$ cat config.mk
export PLATFORM = sky130hd
export DESIGN_NAME = ethernet_header_parser_classifier
export DESIGN_NICKNAME = d
export VERILOG_FILES = /design/src/rtl/ehpc_pkg.sv /design/src/rtl/ehpc_front.sv /design/src/rtl/ehpc_queue.sv /design/src/rtl/ehpc_back.sv /design/src/rtl/ethernet_header_parser_classifier.sv
export SDC_FILE = /design/constraint.sdc
export NUM_CORES = 1
export LEC_CHECK = 0
export BUFFER_PORTS_ARGS = -buffer_cell sky130_fd_sc_hd__buf_2
export CORE_MARGIN = 2
export CORE_UTILIZATION = 35
export DETAILED_ROUTE_END_ITERATION = 8
export SLEW_MARGIN = 25
export SYNTH_ARGS = -nofsm -noshare
export SYNTH_HDL_FRONTEND = slang
export SYNTH_HIERARCHICAL = 1
export SYNTH_SLANG_ARGS = --single-unit
$ cat constraint.sdc
create_clock -name clock -period 16.6 [get_ports clock]
set_input_delay 0.83 -clock clock [delete_from_list [all_inputs] [get_ports clock]]
set_output_delay 0.83 -clock clock [all_outputs]
set_load 0.1 [all_outputs]
$ cat src/rtl/ehpc_pkg.sv
// shared types and constants of the ethernet header parser and classifier
package ehpc_pkg;

   localparam int LENGTH_BITS_DEF = 14;
   localparam int LEN_W = 16;
   localparam int QUEUE_DEPTH = 2;

   localparam logic [15:0] ETYPE_ARP = 16'h0806;
   localparam logic [15:0] ETYPE_IPV4 = 16'h0800;
   localparam logic [7:0] IPPROTO_TCP = 8'd6;
   localparam logic [7:0] IPPROTO_UDP = 8'd17;
   localparam logic [7:0] IPPROTO_ICMP = 8'd1;

   localparam logic [2:0] PROTO_UNKNOWN = 3'd0;
   localparam logic [2:0] PROTO_ARP = 3'd1;
   localparam logic [2:0] PROTO_TCP = 3'd2;
   localparam logic [2:0] PROTO_UDP = 3'd3;
   localparam logic [2:0] PROTO_ICMP = 3'd4;

   localparam logic [2:0] THREAT_NONE = 3'd0;
   localparam logic [2:0] THREAT_LENGTH = 3'd1;
   localparam logic [2:0] THREAT_NULL = 3'd2;
   localparam logic [2:0] THREAT_XMAS = 3'd3;
   localparam logic [2:0] THREAT_SYNFIN = 3'd4;

   localparam logic [7:0] FLAG_FIN = 8'h01;
   localparam logic [7:0] FLAG_SYN = 8'h02;
   localparam logic [7:0] FLAG_XMAS = 8'h29;

   // header fields picked off the byte stream, one record per frame
   typedef struct packed {
      logic [LEN_W-1:0] frame_len;
      logic [15:0] ethertype;
      logic [3:0] ihl;
      logic [15:0] ip_total;
      logic [7:0] ip_proto;
      logic [31:0] ip_src;
      logic [31:0] ip_dst;
      logic [15:0] arp_op;
      logic [47:0] arp_mac;
      logic [31:0] arp_sip;
      logic [31:0] arp_tip;
      logic [63:0] l4_head;
      logic [7:0] tcp_flags;
   } hdr_rec_type;

   typedef struct packed {
      logic status;
      logic [2:0] protocol;
      logic [31:0] source_ip;
      logic [31:0] dest_ip;
      logic [15:0] source_port;
      logic [15:0] dest_port;
      logic [7:0] tcp_flag_bits;
      logic [31:0] aux_value;
      logic [15:0] icmp_type_code;
      logic [47:0] arp_sha;
      logic [2:0] threat_class;
      logic [13:0] frame_length;
   } rsp_type;

   typedef struct packed {
      logic full;
      logic empty;
   } qstat_type;

endpackage

$ cat src/rtl/ehpc_front.sv
// front end: counts frame bytes and captures header fields as they pass
module ehpc_front
   import ehpc_pkg::*;
#(
   parameter int LENGTH_BITS = LENGTH_BITS_DEF
) (
   input  logic clock,
   input  logic reset,
   input  logic accept,
   input  logic [7:0] byte_value,
   input  logic last_byte,
   output logic rec_push,
   output hdr_rec_type rec
);

   localparam logic [LENGTH_BITS-1:0] COUNT_MAX = {LENGTH_BITS{1'b1}};

   logic [LENGTH_BITS-1:0] count_ff, count_in;
   hdr_rec_type rec_ff, rec_in;

   always_comb begin
      logic [LEN_W-1:0] pos;
      logic [LEN_W-1:0] l4;
      logic [LEN_W-1:0] rel;
      pos = LEN_W'(count_ff);
      l4 = LEN_W'(14) + LEN_W'({rec_ff.ihl, 2'b00});
      rel = pos - l4;
      rec_in = rec_ff;
      for (int k = 0; k < 2; k++) begin
         if (pos == LEN_W'(12 + k)) rec_in.ethertype[15-8*k -: 8] = byte_value;
         if (pos == LEN_W'(16 + k)) rec_in.ip_total[15-8*k -: 8] = byte_value;
         if (pos == LEN_W'(20 + k)) rec_in.arp_op[15-8*k -: 8] = byte_value;
      end
      if (pos == LEN_W'(14)) rec_in.ihl = byte_value[3:0];
      if (pos == LEN_W'(23)) rec_in.ip_proto = byte_value;
      for (int k = 0; k < 4; k++) begin
         if (pos == LEN_W'(26 + k)) rec_in.ip_src[31-8*k -: 8] = byte_value;
         if (pos == LEN_W'(30 + k)) rec_in.ip_dst[31-8*k -: 8] = byte_value;
         if (pos == LEN_W'(28 + k)) rec_in.arp_sip[31-8*k -: 8] = byte_value;
         if (pos == LEN_W'(38 + k)) rec_in.arp_tip[31-8*k -: 8] = byte_value;
      end
      for (int k = 0; k < 6; k++) begin
         if (pos == LEN_W'(22 + k)) rec_in.arp_mac[47-8*k -: 8] = byte_value;
      end
      // transport header bytes sit at an offset set by the ip header length
      for (int k = 0; k < 8; k++) begin
         if (rel == LEN_W'(k)) rec_in.l4_head[63-8*k -: 8] = byte_value;
      end
      if (rel == LEN_W'(13)) rec_in.tcp_flags = byte_value;
      if (count_ff == COUNT_MAX) begin
         rec_in.frame_len = LEN_W'(count_ff);
      end else begin
         rec_in.frame_len = LEN_W'(count_ff) + LEN_W'(1);
      end
   end

   always_comb begin
      count_in = count_ff;
      if (accept) begin
         if (last_byte) begin
            count_in = '0;
         end else if (count_ff != COUNT_MAX) begin
            count_in = count_ff + LENGTH_BITS'(1);
         end
      end
   end

   always_ff @(posedge clock) begin
      if (reset) begin
         count_ff <= '0;
      end else begin
         count_ff <= count_in;
      end
      if (accept) begin
         rec_ff <= rec_in;
      end
   end

   assign rec_push = accept & last_byte;
   assign rec = rec_in;

endmodule

$ cat src/rtl/ehpc_queue.sv
// short queue of header records between the front and back ends
module ehpc_queue
   import ehpc_pkg::*;
(
   input  logic clock,
   input  logic reset,
   input  logic push,
   input  hdr_rec_type push_rec,
   input  logic pop,
   output hdr_rec_type head_rec,
   output qstat_type stat
);

   localparam int PTR_W = (QUEUE_DEPTH > 1) ? $clog2(QUEUE_DEPTH) : 1;
   localparam int LVL_W = $clog2(QUEUE_DEPTH + 1);

   hdr_rec_type entry_ff [QUEUE_DEPTH];
   logic [PTR_W-1:0] wr_ff, wr_in, rd_ff, rd_in;
   logic [LVL_W-1:0] level_ff, level_in;
   logic do_push, do_pop;

   assign stat.full = (level_ff == LVL_W'(QUEUE_DEPTH));
   assign stat.empty = (level_ff == '0);
   assign do_push = push & ~stat.full;
   assign do_pop = pop & ~stat.empty;
   assign head_rec = entry_ff[rd_ff];

   always_comb begin
      wr_in = wr_ff;
      rd_in = rd_ff;
      level_in = level_ff;
      if (do_push) begin
         wr_in = (wr_ff == PTR_W'(QUEUE_DEPTH - 1)) ? '0 : wr_ff + PTR_W'(1);
      end
      if (do_pop) begin
         rd_in = (rd_ff == PTR_W'(QUEUE_DEPTH - 1)) ? '0 : rd_ff + PTR_W'(1);
      end
      if (do_push && !do_pop) begin
         level_in = level_ff + LVL_W'(1);
      end else if (!do_push && do_pop) begin
         level_in = level_ff - LVL_W'(1);
      end
   end

   always_ff @(posedge clock) begin
      if (reset) begin
         wr_ff <= '0;
         rd_ff <= '0;
         level_ff <= '0;
      end else begin
         wr_ff <= wr_in;
         rd_ff <= rd_in;
         level_ff <= level_in;
      end
      if (do_push) begin
         entry_ff[wr_ff] <= push_rec;
      end
   end

endmodule

$ cat src/rtl/ehpc_back.sv
// back end: classifies a header record and holds the result for the consumer
module ehpc_back
   import ehpc_pkg::*;
(
   input  logic clock,
   input  logic reset,
   input  hdr_rec_type rec,
   input  qstat_type qstat,
   output logic rec_pop,
   input  logic pop,
   output logic empty,
   output rsp_type rsp
);

   rsp_type res, rsp_ff;
   logic valid_ff, valid_in;

   always_comb begin
      logic [LEN_W-1:0] len;
      logic [LEN_W-1:0] ihl4;
      logic [LEN_W-1:0] l4;
      len = rec.frame_len;
      ihl4 = LEN_W'({rec.ihl, 2'b00});
      l4 = LEN_W'(14) + ihl4;
      res = '0;
      if (len < LEN_W'(14)) begin
         res.status = 1'b1;
      end else if (rec.ethertype == ETYPE_ARP) begin
         if (len < LEN_W'(42)) begin
            res.status = 1'b1;
         end else begin
            res.protocol = PROTO_ARP;
            res.aux_value = {16'h0, rec.arp_op};
            res.arp_sha = rec.arp_mac;
            res.source_ip = rec.arp_sip;
            res.dest_ip = rec.arp_tip;
         end
      end else if (rec.ethertype == ETYPE_IPV4) begin
         if (len < LEN_W'(34) || ihl4 < LEN_W'(20) || l4 > len) begin
            res.status = 1'b1;
         end else begin
            res.source_ip = rec.ip_src;
            res.dest_ip = rec.ip_dst;
            if (LEN_W'(rec.ip_total) > len - LEN_W'(14)) res.threat_class = THREAT_LENGTH;
            if (rec.ip_proto == IPPROTO_TCP) begin
               if (len < l4 + LEN_W'(20)) begin
                  res = '0;
                  res.status = 1'b1;
               end else begin
                  res.protocol = PROTO_TCP;
                  res.source_port = rec.l4_head[63:48];
                  res.dest_port = rec.l4_head[47:32];
                  res.aux_value = rec.l4_head[31:0];
                  res.tcp_flag_bits = rec.tcp_flags;
                  if (rec.tcp_flags == FLAG_SYN) begin
                     res.threat_class = res.threat_class;
                  end else if (rec.tcp_flags == 8'h00) begin
                     res.threat_class = THREAT_NULL;
                  end else if (rec.tcp_flags == FLAG_XMAS) begin
                     res.threat_class = THREAT_XMAS;
                  end else if ((rec.tcp_flags & FLAG_SYN) != 8'h00 &&
                               (rec.tcp_flags & FLAG_FIN) != 8'h00) begin
                     res.threat_class = THREAT_SYNFIN;
                  end
               end
            end else if (rec.ip_proto == IPPROTO_UDP) begin
               if (len < l4 + LEN_W'(8)) begin
                  res = '0;
                  res.status = 1'b1;
               end else begin
                  res.protocol = PROTO_UDP;
                  res.source_port = rec.l4_head[63:48];
                  res.dest_port = rec.l4_head[47:32];
                  res.aux_value = {16'h0, rec.l4_head[31:16]};
               end
            end else if (rec.ip_proto == IPPROTO_ICMP) begin
               if (len < l4 + LEN_W'(8)) begin
                  res = '0;
                  res.status = 1'b1;
               end else begin
                  res.protocol = PROTO_ICMP;
                  res.aux_value = {16'h0, rec.l4_head[15:0]};
                  res.icmp_type_code = rec.l4_head[63:48];
               end
            end
         end
      end
      res.frame_length = len[13:0];
   end

   // refill the output register whenever it is free or being taken
   assign rec_pop = ~qstat.empty & (~valid_ff | pop);
   assign valid_in = rec_pop | (valid_ff & ~pop);

   always_ff @(posedge clock) begin
      if (reset) begin
         valid_ff <= 1'b0;
      end else begin
         valid_ff <= valid_in;
      end
      if (rec_pop) begin
         rsp_ff <= res;
      end
   end

   assign empty = ~valid_ff;
   assign rsp = rsp_ff;

endmodule

$ cat src/rtl/ethernet_header_parser_classifier.sv
// top level of the ethernet / ipv4 / l4 header parser and classifier
// Takes one frame byte per clock with a last-byte mark and delivers one result
// transaction per frame: status, protocol, addresses, ports, flags, aux value and
// threat class. Bytes are taken every cycle as long as the two-entry record queue
// has room; header fields are captured as the bytes pass, so no frame is stored.
// A result passes the record queue and the output register after the frame's last
// byte, and the result side drains one transaction per clock while records wait.
// The frame length count saturates at 2**LENGTH_BITS - 1, reported in low 14 bits.
module ethernet_header_parser_classifier
   import ehpc_pkg::*;
#(
   parameter int LENGTH_BITS = LENGTH_BITS_DEF
) (
   input  logic clock,
   input  logic reset,
   input  logic push,
   output logic full,
   input  logic [7:0] req_byte_value,
   input  logic req_last_byte,
   output logic empty,
   input  logic pop,
   output logic rsp_status,
   output logic [2:0] rsp_protocol,
   output logic [31:0] rsp_source_ip,
   output logic [31:0] rsp_dest_ip,
   output logic [15:0] rsp_source_port,
   output logic [15:0] rsp_dest_port,
   output logic [7:0] rsp_tcp_flag_bits,
   output logic [31:0] rsp_aux_value,
   output logic [15:0] rsp_icmp_type_code,
   output logic [47:0] rsp_arp_sha,
   output logic [2:0] rsp_threat_class,
   output logic [13:0] rsp_frame_length
);

   logic accept, rec_push, rec_pop;
   hdr_rec_type front_rec, head_rec;
   qstat_type qstat;
   rsp_type rsp;

   assign full = qstat.full;
   assign accept = push & ~qstat.full;

   ehpc_front #(.LENGTH_BITS(LENGTH_BITS)) u_front (
      .clock(clock), .reset(reset), .accept(accept),
      .byte_value(req_byte_value), .last_byte(req_last_byte),
      .rec_push(rec_push), .rec(front_rec)
   );

   ehpc_queue u_queue (
      .clock(clock), .reset(reset), .push(rec_push), .push_rec(front_rec),
      .pop(rec_pop), .head_rec(head_rec), .stat(qstat)
   );

   ehpc_back u_back (
      .clock(clock), .reset(reset), .rec(head_rec), .qstat(qstat),
      .rec_pop(rec_pop), .pop(pop), .empty(empty), .rsp(rsp)
   );

   assign rsp_status = rsp.status;
   assign rsp_protocol = rsp.protocol;
   assign rsp_source_ip = rsp.source_ip;
   assign rsp_dest_ip = rsp.dest_ip;
   assign rsp_source_port = rsp.source_port;
   assign rsp_dest_port = rsp.dest_port;
   assign rsp_tcp_flag_bits = rsp.tcp_flag_bits;
   assign rsp_aux_value = rsp.aux_value;
   assign rsp_icmp_type_code = rsp.icmp_type_code;
   assign rsp_arp_sha = rsp.arp_sha;
   assign rsp_threat_class = rsp.threat_class;
   assign rsp_frame_length = rsp.frame_length;

`ifndef SYNTH
   a_err_clean: assert property (@(posedge clock) disable iff (reset)
      !empty && rsp_status |-> rsp_protocol == PROTO_UNKNOWN &&
      rsp_threat_class == THREAT_NONE && rsp_aux_value == 32'h0)
      else $error("error result carries parsed fields");
   a_scan_tcp: assert property (@(posedge clock) disable iff (reset)
      !empty && rsp_threat_class != THREAT_NONE &&
      rsp_threat_class != THREAT_LENGTH |-> rsp_protocol == PROTO_TCP)
      else $error("tcp scan class on a non-tcp result");
   a_queue_stat: assert property (@(posedge clock) disable iff (reset)
      !(qstat.full && qstat.empty))
      else $error("record queue both full and empty");
   a_drain: assert property (@(posedge clock) disable iff (reset)
      rec_pop |=> !empty)
      else $error("result lost after leaving the queue");
`endif

endmodule

==> out/metrics.csv, run 1 <==
stage;metric;value;unit
status;status;finished, final reports clean;
final_layout;drive_above_1_share;36.2;%
cts;clockRootBuffer;clkbuf_16;
floorplanning;die_h;377;microns
critical_path;path_class;flip-flop to flip-flop;
pwr;power.density;191;nW/um^2
final_layout;final_cells;4856;
global_route;grt.total_usage;15.3;%
pwr;p_total;10600;uW
route;num_vias;24600;
floorplanning;die_w;377;microns
critical_path;cp-end-kind;flip-flop;
route;viasPerCell;5.06;
critical_path;cp.arrival;6000;ps
cts;cts_tree;built;
sta;worstMarginPinSlew;1040;ps
route;drt-wirelength-per-cell;22.9;microns
global_route;grt_pass1_wl;163000;microns
hold_path;min_path_type;input port to flip-flop;
job;maxCapViolCount;0;
cts;clkTransAtPathRegs;60;ps
sta;setup_viol;0;
sta;finClkSkew;28.0;ps
synth;post_synth_inst_count;2704;
sta;setup_tns;0;ps
sta;timing.final.crit_share;33.3;%
floorplanning;start_util;35.3;%
final_layout;nets;3023;
critical_path;cp_max_fo;128;
placement;dpl_worst_slack;11090;ps
synth;yosysWarnings;6;
floorplanning;num_rows;136;
route;drc_errors;0;
sta;rsz0062_at_grt;false;
sta;fmax;0.181;GHz
route;drt-pass1-iter-count;7;
global_route;grt_pass1_vias;24500;
synth;synth_edf_count;1177;
cts;clk_latency;740;ps
critical_path;cp_data_required_time;17070;ps
synth;ys_top_cells_by_area;edfxtp_1 (73%), mux2_2 (14%), a32o_1 (1.3%);
cts;postCtsSetupBuffers;0;
cts;cts_made_buffers;121;
cts;clockBufferDepth;3;
global_route;grt_start_max_net_pins;141;
synth;ys.flop_type;edfxtp_1;
placement;hpwl;62400;microns
floorplanning;die_area;142000;sq um
floorplanning;ios;236;
route;wl;111000;microns
route;ant_nets;0;
synth;synth_top_area_cell;edfxtp_1;
synth;yosysUniqueCellTypes;65;
final_layout;syn_to_final_growth;14.6;%
synth;synth_top_area_share;72.7;%
floorplanning;core-area;138000;sq um
sta;period_minus_slack;5530;ps
sta;maxSlewViolCount;0;
pwr;ir_worst_vdd;0.000178;V
hold_path;hold_start;pop;
sta;hold_slack;392;ps
synth;seq_area_frac_synth;73.5;%
cts;htree_levels;3;
synth;ys_ff_latch;1197;
placement;dpl.cell_count;4628;
route;drt_iter0_markers;2070;
sta;slew_headroom;31.0;%
sta;hold_viol_final;0;
synth;async_flop_share;0;%
cts;cts_hold_buf;0;
synth;synth_area;48600;sq um
synth;synth.avg_cell_area;18.0;sq um
placement;port_buffers;235;
cts;clkSinkCount;1197;
global_route;antenna_found_initial;8;
placement;gp_congestion;0.795;
global_route;grt_overflow_total;0;
cts;cts.repair.resized;0;
critical_path;cp-start-kind;flip-flop;
sta;setup_ws;11070;ps
pwr;cellLeakagePower;0.0188;uW
placed cells by master, fill, tap and decap left out, types with 15 or more instances in the layout:
| cell type | count |
|---|---|
| clkbuf_16 | 123 |
| nand3_1 | 17 |
| nand2_1 | 118 |
| clkbuf_1 | 23 |
| clkinv_2 | 18 |
| buf_4 | 40 |
| a21oi_1 | 27 |
| and3_1 | 58 |
| edfxtp_1 | 1177 |
| inv_1 | 32 |
| nor3_1 | 18 |
| and2_1 | 75 |
| dfxtp_1 | 19 |
| a32o_1 | 65 |
| a22oi_1 | 17 |
| ha_1 | 51 |
| clkinv_1 | 28 |
| o21ai_0 | 31 |
| buf_2 | 233 |
| nor2_1 | 36 |
| mux2_2 | 617 |
| bufinv_16 | 17 |
| xnor2_1 | 23 |
| mux2_1 | 15 |
where the power goes:
group          internal [uW]  total, uW  switching [uW]  leakage [uW]
Clock                   1630       2780            1150       0.00198
Sequential              4260       4490             230        0.0112
Combinational            725       3360            2640       0.00559
Total                   6610      10600            4020        0.0188
registers in the layout, indices dropped and copies added, names as in the netlist, named ones only:
register,count
u_front/count_ff,14
u_queue/wr_ff,1
u_queue/entry_ff,648
u_queue/level_ff,2
u_front/rec_ff,308
u_back/rsp,221
u_back/valid_ff,1
u_queue/rd_ff,1
worst max-delay path, stage by stage (launching register included):
cell and delay (ps):
dfxtp_4 800, buf_12 650, mux2_2 370, inv_1 110, ha_1 250, xnor2_1 390, inv_1 90, ha_1 230
a21oi_1 170, xnor2_1 130, ha_1 250, a21oi_1 150, a21oi_1 110, nor3b_1 410, nor2_4 120, buf_4 420
a32o_1 400
per-stage QoR:
step,util [%],cell area (sq um)
2_1_floorplan,-,48600
3_3_place_gp,37.5,51600
3_5_place_dp,37.5,51600
4_1_cts,40.4,55700
5_1_grt,40.5,55700
6_report,40.5,55700
layer usage:
layer  global-route usage, %  vias up  wire length [microns]
li1                        -    11100                      -
met1                    20.3    12700                  48200
met2                    25.7      613                  54500
met3                    2.78      147                   5680
met4                    4.70        0                   2640
met5                       0        -                      0
synthesized netlist by cell type, drive strengths merged (13+ instances only):
library cell / count
inv: 33
clkbuf: 87
dfxtp: 20
o21ai: 39
a21oi: 29
or3: 13
xnor2: 23
buf: 61
edfxtp: 1177
and2: 77
nor3: 18
a22oi: 17
nor4: 17
a32o: 65
nand3: 18
mux2: 632
nand2: 119
nor2: 49
and3: 58
ha: 51
final cells by class:
type | instances | area (sq um)
Sequential cell | 1197 | 35700
Clock inverter | 76 | 846
Clock buffer | 149 | 3210
Multi-Input combinational cell | 1327 | 11900
Fill cell | 12400 | 81900
Tap cell | 1794 | 2240
Timing Repair Buffer | 279 | 1600
Inverter | 33 | 131
Antenna cell | 1 | 2.50
cell families after synthesis:
group,count (synthesis),share of synthesized area [%]
other cells,1,0.00771
mux,633,14.7
compound gates,197,3.08
simple gates,411,4.77
flops,1197,73.5
buf+inv,181,2.05
xor+xnor,33,0.595
fa+ha+maj,51,1.31
final timing paths:
path | to | slack (ps) | cells past startpoint
worst max-delay path | u_back/rsp[200] | 11070 | 16
worst min-delay path | u_back/valid_ff | 390 | 3
worst max register to register | u_back/rsp[200] | 11070 | 16
worst min register to register | u_queue/wr_ff | 500 | 2
Note: power is estimated with default switching activity, not from simulation.
==> run 2, diff against run 1 <==
ABC_AREA = 1   (was not set)
clock period = 5.1 ns   (was 16.6 ns; I/O delays follow)
==> out/metrics.csv, run 2 <==
stage;metric;value;unit
global_route;antenna_found_initial;6;
cts;clockBufferDepth;3;
status;status;finished, final reports clean;
synth;synth_edf_count;1177;
sta;setup_ws;1050;ps
critical_path;path_class;flip-flop to flip-flop;
synth;yosysWarnings;6;
critical_path;cp_data_required_time;5660;ps
global_route;grt_overflow_total;0;
final_layout;largest_reg_flops;648;
sta;setup_viol;0;
cts;clk_latency;740;ps
critical_path;rrSetupSlack;1050;ps
global_route;grt_pass1_wl;178000;microns
placement;gp_congestion;0.851;
route;wl;120000;microns
synth;yosys.area_share.simple;9.72;%
synth;synth_area;49600;sq um
floorplanning;start_util;35.2;%
synth;synth_top_family_by_area;simple AND/OR/NAND/NOR gates;
cts;htree_levels;3;
floorplanning;ios;236;
global_route;grt_start_max_net_pins;141;
route;viasPerCell;4.87;
synth;yosysMostFrequentCell;edfxtp_1;
critical_path;path_cells;mux2_2, inv_1, ha_1, nor2_1, inv_1, nand2_1, ha_1, a21oi_1, xor2_1, ha_1, a21oi_1, nor2_1, nor2_1, nand3_1, nand2_1, nand2_2, buf_4, nand3_1, nand2_1;
pwr;power.density;624;nW/um^2
sta;rsz0062_at_grt;false;
floorplanning;core-area;141000;sq um
route;drt-wirelength-per-cell;20.5;microns
synth;synth.mux.area_fraction;7.36;%
floorplanning;die_w;380;microns
pwr;cellLeakagePower;0.0211;uW
cts;clkSinkCount;1197;
critical_path;cp-end-kind;flip-flop;
placement;hpwl;72300;microns
sta;maxSlewViolCount;0;
pwr;p_sw;14300;uW
synth;ys.flop_type;edfxtp_1;
synth;seq_area_frac_synth;72.1;%
floorplanning;die_area;145000;sq um
floorplanning;num_rows;138;
route;ant_nets;0;
cts;cts_tree;built;
synth;synth_compound_area_share;4.09;%
final_layout;nets;3929;
critical_path;critPathSlowestCell;buf_4;
hold_path;hold_start;push;
pwr;ir_worst_vdd;0.000770;V
hold_path;min_path_type;input port to flip-flop;
placement;dpl_worst_slack;1060;ps
cts;cts.repair.resized;0;
cts;cts_made_buffers;118;
synth;post_synth_inst_count;3615;
sta;slew_headroom;31.2;%
route;num_vias;28500;
critical_path;cp-start-kind;flip-flop;
synth;synth_xor_area_share;0.495;%
synth;yosysUniqueCellTypes;46;
pwr;clockPowerShare;23.8;%
final_layout;final_cell_mix;edfxtp_1 (1,177), nand2_1 (595), inv_1 (360), mux2_2 (324), buf_2 (235);
pwr;internal_power;20900;uW
global_route;grt.total_usage;16.2;%
route;drt-pass1-iter-count;5;
pwr;switching_share;40.7;%
pwr;p_total;35200;uW
placement;port_buffers;235;
cts;clkTransAtPathRegs;60;ps
sta;finClkSkew;51.1;ps
critical_path;cp_max_fo;64;
final_layout;fillers;13200;
sta;hold_slack;202;ps
synth;synthAdderAreaFrac;1.29;%
sta;fmax;0.247;GHz
final_layout;drive_above_1_share;20.5;%
synth;async_flop_share;0;%
final_layout;syn_to_final_growth;13.7;%
pwr;p_comb_share;34.7;%
critical_path;cp.arrival;4610;ps
synth;synth.avg_cell_area;13.7;sq um
route;drc_errors;0;
pwr;p_seq_share;41.5;%
synth;ys_ff_latch;1197;
final_layout;final_common_cell;edfxtp_1;
synth;synth_top_area_cell;edfxtp_1;
route;drt_iter0_markers;2469;
sta;period_minus_slack;4050;ps
cts;clockRootBuffer;clkbuf_16;
synth;ys_top_cells_by_area;edfxtp_1 (71%), mux2_2 (7.4%), nand2_1 (4.5%);
critical_path;cp_slowest_stage_delay;740;ps
sta;worstMarginPinSlew;1030;ps
global_route;grt_pass1_vias;27700;
synth;synth_top_area_share;71.3;%
sta;timing.final.crit_share;79.3;%
floorplanning;die_h;380;microns
final_layout;top_register;u_queue/entry_ff;
sta;hold_viol_final;0;
job;maxCapViolCount;0;
synth;yosys-top-cells-count;edfxtp_1 (1,177), nand2_1 (597), inv_1 (364), mux2_2 (324), o21ai_0 (235);
## run 2: cell types whose count changed after synthesis, sizes merged, moves of 41 or more
cell / delta
o21ai: +213
mux2: -308
and2: -76
nand3: +202
inv: +339
and3: -58
buf: +41
nor2: +184
o21bai: +72
nand2: +480
a32o: -65
## run 2: per-stage QoR
step | instance area, sq um | setup TNS, ps | utilization [%] | std cells
after global routing | 56400 | 0 | 40.0 | 5852
after floorplan | 49600 | -4311060 | - | 3616
final | 56400 | 0 | 40.0 | 5854
after CTS | 56400 | 0 | 40.0 | 5851
after detailed placement | 52600 | 0 | 37.3 | 5630
after global placement | 52600 | 0 | 37.3 | 5630
## run 2: power groups by stage
stage | sequential, uW | combinational, uW | clock [uW]
2_1_floorplan | 19000 | 3890 | 0
3_3_place_gp | 14800 | 12200 | 0
3_5_place_dp | 14800 | 12300 | 0
4_1_cts | 14700 | 12300 | 8600
5_1_grt | 14800 | 12900 | 8960
6_report | 14600 | 12200 | 8390
## run 2: metal layers
layer / global-route usage, % / vias to the layer above / wire length, microns
met5: 0 / - / 0
met4: 3.86 / 0 / 2150
met3: 2.51 / 146 / 7010
met2: 27.0 / 839 / 58200
met1: 22.2 / 14200 / 52600
li1: - / 13300 / -
## run 2: final cells by class
cell class	instances	area, sq um	share of cell area, %
clock inverter	62	551	0.976
tap	1890	2360	4.19
timing repair buffer	285	1720	3.04
inverter	372	1400	2.49
clock buffer	155	3160	5.60
sequential	1197	35700	63.4
multi-input combinational	1891	11400	20.3
antenna	2	5.00	0.00888
## run 2: path summary, 6_finish.rpt
check	endpoint	cells after the start
setup reg to reg	u_back/rsp[158]	19
hold / removal	u_queue/wr_ff	8
hold reg to reg	u_queue/wr_ff	2
setup / recovery	u_back/rsp[158]	19
## run 2: logic make-up (layout without fill, tap and decap cells)
logic type | after synthesis | count (layout)
AOI/OAI and AO/OA | 362 | 362
adders and majority gates | 51 | 51
buffers and inverters | 528 | 874
other | 1 | 4
and+or+nand+nor | 1124 | 1124
muxes | 324 | 324
xor gates and xnor gates | 28 | 28
DFF | 1197 | 1197
## run 2: worst max-delay path: cells and delay by family (launching register included)
family / cells / cell delay, ps
compound gates: 2 / 250
flops: 1 / 480
buf+inv: 3 / 980
simple gates: 9 / 820
mux: 1 / 400
fa+ha+maj: 3 / 730
xor+xnor: 1 / 90
## run 2: repair_timing
item,CTS,global route
endpoints found under the hold margin,15,0
buffers inserted,0,0
setup endpoints to repair,0,0
hold buffers,4,0
